==> config.mk <==
export PLATFORM = sky130hd
export DESIGN_NAME = wcdl_core
export DESIGN_NICKNAME = d
export VERILOG_FILES = /design/src/rtl/wcdl_pkg.sv /design/src/rtl/wcdl_core.sv
export SDC_FILE = /design/constraint.sdc
export NUM_CORES = 2
export LEC_CHECK = 0
export ABC_CLOCK_PERIOD_IN_PS = 12050
export BUFFER_PORTS_ARGS = -buffer_cell sky130_fd_sc_hd__buf_2
export CAP_MARGIN = 20
export CORE_UTILIZATION = 25
export DETAILED_ROUTE_END_ITERATION = 7
export PLACE_DENSITY = 0.39
export SYNTH_ARGS = -nofsm -noshare
export SYNTH_HDL_FRONTEND = slang
export SYNTH_SLANG_ARGS = --single-unit
==> constraint.sdc <==
create_clock -name clock -period 12.05 [get_ports clock]
set_input_delay 1.205 -clock clock [delete_from_list [all_inputs] [get_ports clock]]
set_output_delay 1.205 -clock clock [all_outputs]
set_load 0.02 [all_outputs]
==> src/rtl/wcdl_pkg.sv <==
// Package for the wakeup coalescing duty limiter.
// Holds mode and register codes, reset values, the shared item types and
// the wrap-safe time compare. No dependencies.
package wcdl_pkg;

   localparam int TIME_W     = 32;
   localparam int MS_W       = 16;
   localparam int MODE_W     = 3;
   localparam int CSR_IDX_W  = 2;
   localparam int GAP_W      = 24;

   // input item modes
   localparam logic [MODE_W-1:0] MODE_TICK     = 3'd0;
   localparam logic [MODE_W-1:0] MODE_TRIGGER  = 3'd1;
   localparam logic [MODE_W-1:0] MODE_POSTPONE = 3'd2;
   localparam logic [MODE_W-1:0] MODE_PASS     = 3'd3;
   localparam logic [MODE_W-1:0] MODE_STOP     = 3'd4;

   // configuration register indexes
   localparam logic [CSR_IDX_W-1:0] CSR_MIN_INTERVAL   = 2'd0;
   localparam logic [CSR_IDX_W-1:0] CSR_FULL_THRESHOLD = 2'd1;
   localparam logic [CSR_IDX_W-1:0] CSR_GAP_FACTOR     = 2'd2;

   // configuration reset values
   localparam logic [MS_W-1:0] MIN_INTERVAL_RST   = 16'd300;
   localparam logic [MS_W-1:0] FULL_THRESHOLD_RST = 16'd10;
   localparam logic [MS_W-1:0] GAP_FACTOR_RST     = 16'd2588;

   // rounding half step for the Q8.8 gap product
   localparam logic [TIME_W-1:0] Q8_HALF = 32'd128;

   typedef struct packed {
      logic [MODE_W-1:0] mode;
      logic [MS_W-1:0]   delay_ms;
      logic [MS_W-1:0]   pass_ms;
      logic              pass_finished;
   } req_item_type;

   typedef struct packed {
      logic start_pass;
      logic sliced;
      logic new_cycle;
      logic idle;
   } rsp_item_type;

   typedef struct packed {
      logic [MS_W-1:0] min_interval_ms;
      logic [MS_W-1:0] full_threshold_ms;
      logic [MS_W-1:0] gap_factor_q8;
   } cfg_type;

   // a strictly before b on the wrapping time base
   function automatic logic earlier(input logic [TIME_W-1:0] a, input logic [TIME_W-1:0] b);
      logic [TIME_W-1:0] diff;
      diff = a - b;
      return diff[TIME_W-1];
   endfunction

endpackage

==> src/rtl/wcdl_core.sv <==
// Scheduler state of the duty limiter and its single-pass update for one
// item: tick, trigger, postpone, pass done and stop. Depends on wcdl_pkg.
module wcdl_core
   import wcdl_pkg::*;
(
   input  logic          clock,
   input  logic          reset,
   input  logic          advance,
   input  req_item_type  item,
   input  cfg_type       cfg,
   output rsp_item_type  result
);

   logic [TIME_W-1:0] now_ff, now_in;
   logic [TIME_W-1:0] deadline_ff, deadline_in;
   logic [TIME_W-1:0] last_start_ff, last_start_in;
   logic [TIME_W-1:0] gate_ff, gate_in;
   logic [TIME_W-1:0] cost_ff, cost_in;
   logic [TIME_W-1:0] last_cost_ff, last_cost_in;
   logic              pending_ff, pending_in;
   logic              started_ff, started_in;
   logic              busy_ff, busy_in;
   logic              stopped_ff, stopped_in;
   logic              open_ff, open_in;

   logic [TIME_W-1:0] now_inc;
   logic [TIME_W-1:0] tick_diff;
   logic              due;
   logic [TIME_W-1:0] cand_raw;
   logic [TIME_W-1:0] floor_ms;
   logic [TIME_W-1:0] cand;
   logic [TIME_W-1:0] merged;
   logic [TIME_W-1:0] prod;
   logic [TIME_W-1:0] prod_rnd;
   logic [GAP_W-1:0]  gap;
   logic [TIME_W:0]   cost_sum;
   logic [TIME_W-1:0] cost_sat;

   // tick: due when deadline minus advanced time is zero or negative
   assign now_inc   = now_ff + 32'd1;
   assign tick_diff = deadline_ff - now_inc;
   assign due       = tick_diff[TIME_W-1] || (tick_diff == '0);

   // trigger: candidate, held off by the minimum interval
   assign cand_raw = now_ff + {{(TIME_W-MS_W){1'b0}}, item.delay_ms};
   assign floor_ms = last_start_ff + {{(TIME_W-MS_W){1'b0}}, cfg.min_interval_ms};
   assign cand     = (started_ff && earlier(cand_raw, floor_ms)) ? floor_ms : cand_raw;

   always_comb begin
      if (!pending_ff) begin
         merged = cand;
      end else if (item.mode == MODE_POSTPONE) begin
         merged = earlier(deadline_ff, cand) ? cand : deadline_ff;
      end else begin
         merged = earlier(deadline_ff, cand) ? deadline_ff : cand;
      end
   end

   // pass done: gap rounds half up; it stays below 2^24 so the gate never
   // falls before the current time
   assign prod     = TIME_W'(item.pass_ms) * TIME_W'(cfg.gap_factor_q8);
   assign prod_rnd = prod + Q8_HALF;
   assign gap      = prod_rnd[GAP_W+7:8];
   assign cost_sum = {1'b0, cost_ff} + {{(TIME_W-MS_W+1){1'b0}}, item.pass_ms};
   assign cost_sat = cost_sum[TIME_W] ? {TIME_W{1'b1}} : cost_sum[TIME_W-1:0];

   // next state and result
   always_comb begin
      now_in        = now_ff;
      deadline_in   = deadline_ff;
      last_start_in = last_start_ff;
      gate_in       = gate_ff;
      cost_in       = cost_ff;
      last_cost_in  = last_cost_ff;
      pending_in    = pending_ff;
      started_in    = started_ff;
      busy_in       = busy_ff;
      stopped_in    = stopped_ff;
      open_in       = open_ff;
      result        = '0;
      case (item.mode)
         MODE_TICK: begin
            now_in = now_inc;
            if (!stopped_ff && !busy_ff && pending_ff && due) begin
               pending_in        = 1'b0;
               last_start_in     = now_inc;
               started_in        = 1'b1;
               busy_in           = 1'b1;
               result.start_pass = 1'b1;
               result.sliced     = last_cost_ff > {{(TIME_W-MS_W){1'b0}},
                                                   cfg.full_threshold_ms};
               result.new_cycle  = !open_ff;
            end
         end
         MODE_TRIGGER, MODE_POSTPONE: begin
            deadline_in = earlier(merged, gate_ff) ? gate_ff : merged;
            pending_in  = 1'b1;
         end
         MODE_PASS: begin
            if (busy_ff) begin
               gate_in = now_ff + {{(TIME_W-GAP_W){1'b0}}, gap};
               busy_in = 1'b0;
               open_in = !item.pass_finished;
               if (!item.pass_finished) begin
                  cost_in     = cost_sat;
                  pending_in  = 1'b1;
                  deadline_in = gate_in;
               end else begin
                  last_cost_in = cost_sat;
                  cost_in      = '0;
               end
            end
         end
         MODE_STOP: begin
            stopped_in = 1'b1;
         end
         default: begin
            now_in = now_ff;
         end
      endcase
      result.idle = !pending_in && !busy_in && !stopped_in;
   end

   always_ff @(posedge clock) begin
      if (reset) begin
         now_ff        <= '0;
         deadline_ff   <= '0;
         last_start_ff <= '0;
         gate_ff       <= '0;
         cost_ff       <= '0;
         last_cost_ff  <= '0;
         pending_ff    <= 1'b0;
         started_ff    <= 1'b0;
         busy_ff       <= 1'b0;
         stopped_ff    <= 1'b0;
         open_ff       <= 1'b0;
      end else if (advance) begin
         now_ff        <= now_in;
         deadline_ff   <= deadline_in;
         last_start_ff <= last_start_in;
         gate_ff       <= gate_in;
         cost_ff       <= cost_in;
         last_cost_ff  <= last_cost_in;
         pending_ff    <= pending_in;
         started_ff    <= started_in;
         busy_ff       <= busy_in;
         stopped_ff    <= stopped_in;
         open_ff       <= open_in;
      end
   end

endmodule

==> out/metrics.csv <==
stage;metric;value;unit
worst_setup_path;Worst path slowest cell;nor4_1;
worst_setup_path;Worst Path Arrival;11.53;ns
floorplan;I/O pin count;91;
floorplan;Rows;116;
sta;Worst-Margin Slew;1.05;ns
route;drt first-iter violations;1092;
final_layout;fin util;27.9;%
final_layout;layout cells sized above 1;6.28;%
grt;initial antenna violation count;3;
placed_design;port bufs;90;
sta;unrepaired setup endpoints after global routing;no;
run_status;status;finished clean;
sta;Setup WS post-layout;0.920;ns
sta;# setup viols final;0;
floorplan;Initial Utilization;25.4;%
worst_setup_path;data required time at the worst endpoint;12.45;ns
worst_setup_path;Critical path buffers and inverters;5;
synthesis;Post-synth top cells;inv_1 (393), nand2_1 (352), ha_1 (315);
synthesis;post-synthesis register bit count;197;
route;Vias/cell;4.72;
synthesis;EDFF count, synth;0;
grt;largest net degree at the start of global routing;73;
grt;GR Util All Layers;16.1;%
final_layout;Layout area overhead;10.1;%
placed_design;DPL Wire Length;66500;um
clock_network;worst skew pair latency;0.51;ns
sta;min Tclk post-route;11.13;ns
flow_run;# Max-Cap Violations;0;
final_layout;n_diodes;0;
synthesis;Top FF cell, synth;dfxtp_1;
sta;setup_tns;0;ns
sta;relative slew slack;29.7;%
clock_network;clock root cell;clkbuf_16;
grt;first-pass GRT wire length;128000;um
clock_network;Post-CTS Hold Fix Bufs;0;
sta;final worst hold slack;0.460;ns
grt;GR Overflow Total;0;
route;drt wl/cell;18.2;um
sta;Fin. Hold Viols;0;
route;final antenna-violating net count;0;
route;Post-route DRC;0;
clock_network;clock slew at reported path FFs;0.09;ns
synthesis;Yosys Warn Count;0;
placed_design;GP Congestion;0.821;
floorplan;core box area;101000;sq um
sta;final slew viol count;0;
synthesis;biggest area consumer among synthesized cells;fa_1;
power;leakage;12.5;nW
grt;vias in the first global route;21400;
clock_network;CTS tree;built;
synthesis;cells after synthesis;3186;
floorplan;Die W;322;um
worst_setup_path;crit-path leading delay family;compound AO/OA/AOI/OAI gates;
sta;Worst Skew;0.0150;ns
route;Pre-Repair DR Iteration Count;5;
route;DR vias;21500;
power;VDD IR-drop max;256;uV
clock_network;H-tree Lvls;4;
synthesis;Syn Area/Cell;8.02;sq um
power;PwrDens;191;nW/um^2
synthesis;library cells used by synthesis;85;
clock_network;Sink Count;197;
worst_setup_path;CP Capture Type;flop;
synthesis;Synth top area share;15.6;%
route;Routed WL;82700;um
worst_setup_path;crit path launch type;primary input;
synthesis;most common cell in the netlist;inv_1;
worst_setup_path;CP Max Fanout;20;
sta;fin crit share;92.4;%
floorplan;Die Area;103000;sq um
floorplan;die height;322;um
synthesis;Post-Syn Nets;3787;
clock_network;TritonCTS Buffers;17;
clock_network;Max Root-Sink Buffers;2;
sta;Fmax;0.0899;GHz
synthesis;asr flop ratio synth;0;%
synthesis;mapped cell area;25500;sq um
worst_hold_path;Worst Hold Class;reg -> reg;
synthesis;synth top area cells;fa_1 (16%), dfxtp_1 (15%), ha_1 (15%), inv_1 (5.8%), nand2_1 (5.2%);
worst_setup_path;CP Class;in -> reg;
placed_design;pre-CTS setup slack;0.107;ns
final_layout;NumNets Final;3787;
synthesis;Seq/Total Area, Yosys;15.4;%
power;Total Power;5.38;mW
worst_setup_path;critical path's largest stage delay;0.56;ns
worst paths after layout:
check	depth (start not counted)	slack, ns	to	startpoint
max reg2reg	43	1.36	deadline_ff[27]	now_ff[15]
min reg2reg	2	0.46	last_cost_ff[24]	last_cost_ff[24]
min	2	0.46	last_cost_ff[24]	last_cost_ff[24]
max	46	0.92	deadline_ff[27]	cfg[32]
cell type report:
type / count / area (sq um)
clock buffer: 17 / 425
clock inverter: 15 / 238
fill: 11000 / 72600
inverter: 393 / 1480
multi-input combinational: 2461 / 19600
sequential: 197 / 3940
tap: 1357 / 1700
timing repair buffer: 116 / 687
per-layer routing:
metal  GRT usage, %  routed length, um  vias up  part of all wire, %
met4           3.59               1310        0                  1.6
met2           28.6              41400      264                   50
met5              0                  0        -                    0
met3           1.69               1740       60                  2.1
met1           20.8              38300    10400                   46
li1               -                  -    10800                    -
registers in the layout, indices dropped and copies added, names as in the netlist, 32 cells and up:
signal,flops
deadline_ff,32
cost_ff,32
now_ff,32
last_cost_ff,32
last_start_ff,32
gate_ff,32
worst reg2reg max path: cells and delay by family, from the launching register on:
family	cells	cell delay, ns
AOI/OAI and AO/OA	13	3.18
xor gates and xnor gates	3	0.79
DFF	1	0.44
adders and majority gates	4	1.36
buffers and inverters	6	0.92
and+or+nand+nor	15	3.16
muxes	2	0.74
kinds of logic after synthesis:
| group | after synthesis | synth area share, % |
|---|---|---|
| AOI/OAI and AO/OA | 686 | 17.4 |
| DFF | 197 | 15.4 |
| and+or+nand+nor | 1002 | 18.8 |
| adders and majority gates | 516 | 31.1 |
| muxes | 63 | 2.50 |
| buffers and inverters | 528 | 7.94 |
| xor gates and xnor gates | 194 | 6.76 |
layout by cell type (no fill, tap or decap), types with 32 or more instances in the layout:
cell type and count:
a21oi_1 208, a22oi_1 37, nor2b_1 56, a21o_1 55, nand2_1 351, buf_2 89
xor2_1 71, xnor2_1 118, and3_1 32, fa_1 199, inv_1 393, nor3_1 39
a211oi_1 68, mux2i_1 56, nand3_1 69, nand4_1 35, o21ai_0 110, dfxtp_1 197
nor2_1 198, and2_1 103, ha_1 315
where the power goes:
| part | switching (mW) | internal, mW | total, mW | leakage, nW |
|---|---|---|---|---|
| combinational | 2.30 | 1.74 | 4.05 | 10.6 |
| clock | 0.339 | 0.324 | 0.663 | 0.314 |
| sequential | 0.0111 | 0.656 | 0.667 | 1.59 |
metrics by stage:
stage | instances | cell area [sq um]
finish | 4556 | 28100
global route | 4556 | 28100
CTS | 4555 | 28100
detailed placement | 4523 | 27400
global placement | 4523 | 27400
floorplan | 3186 | 25500
repair_timing:
item                                    CTS  global route
resized for setup                         0             6
buffers inserted                          0             0
hold endpoints to repair                  0             0
endpoints found under the setup margin    0            31
Power figures use the tool's default switching activity.
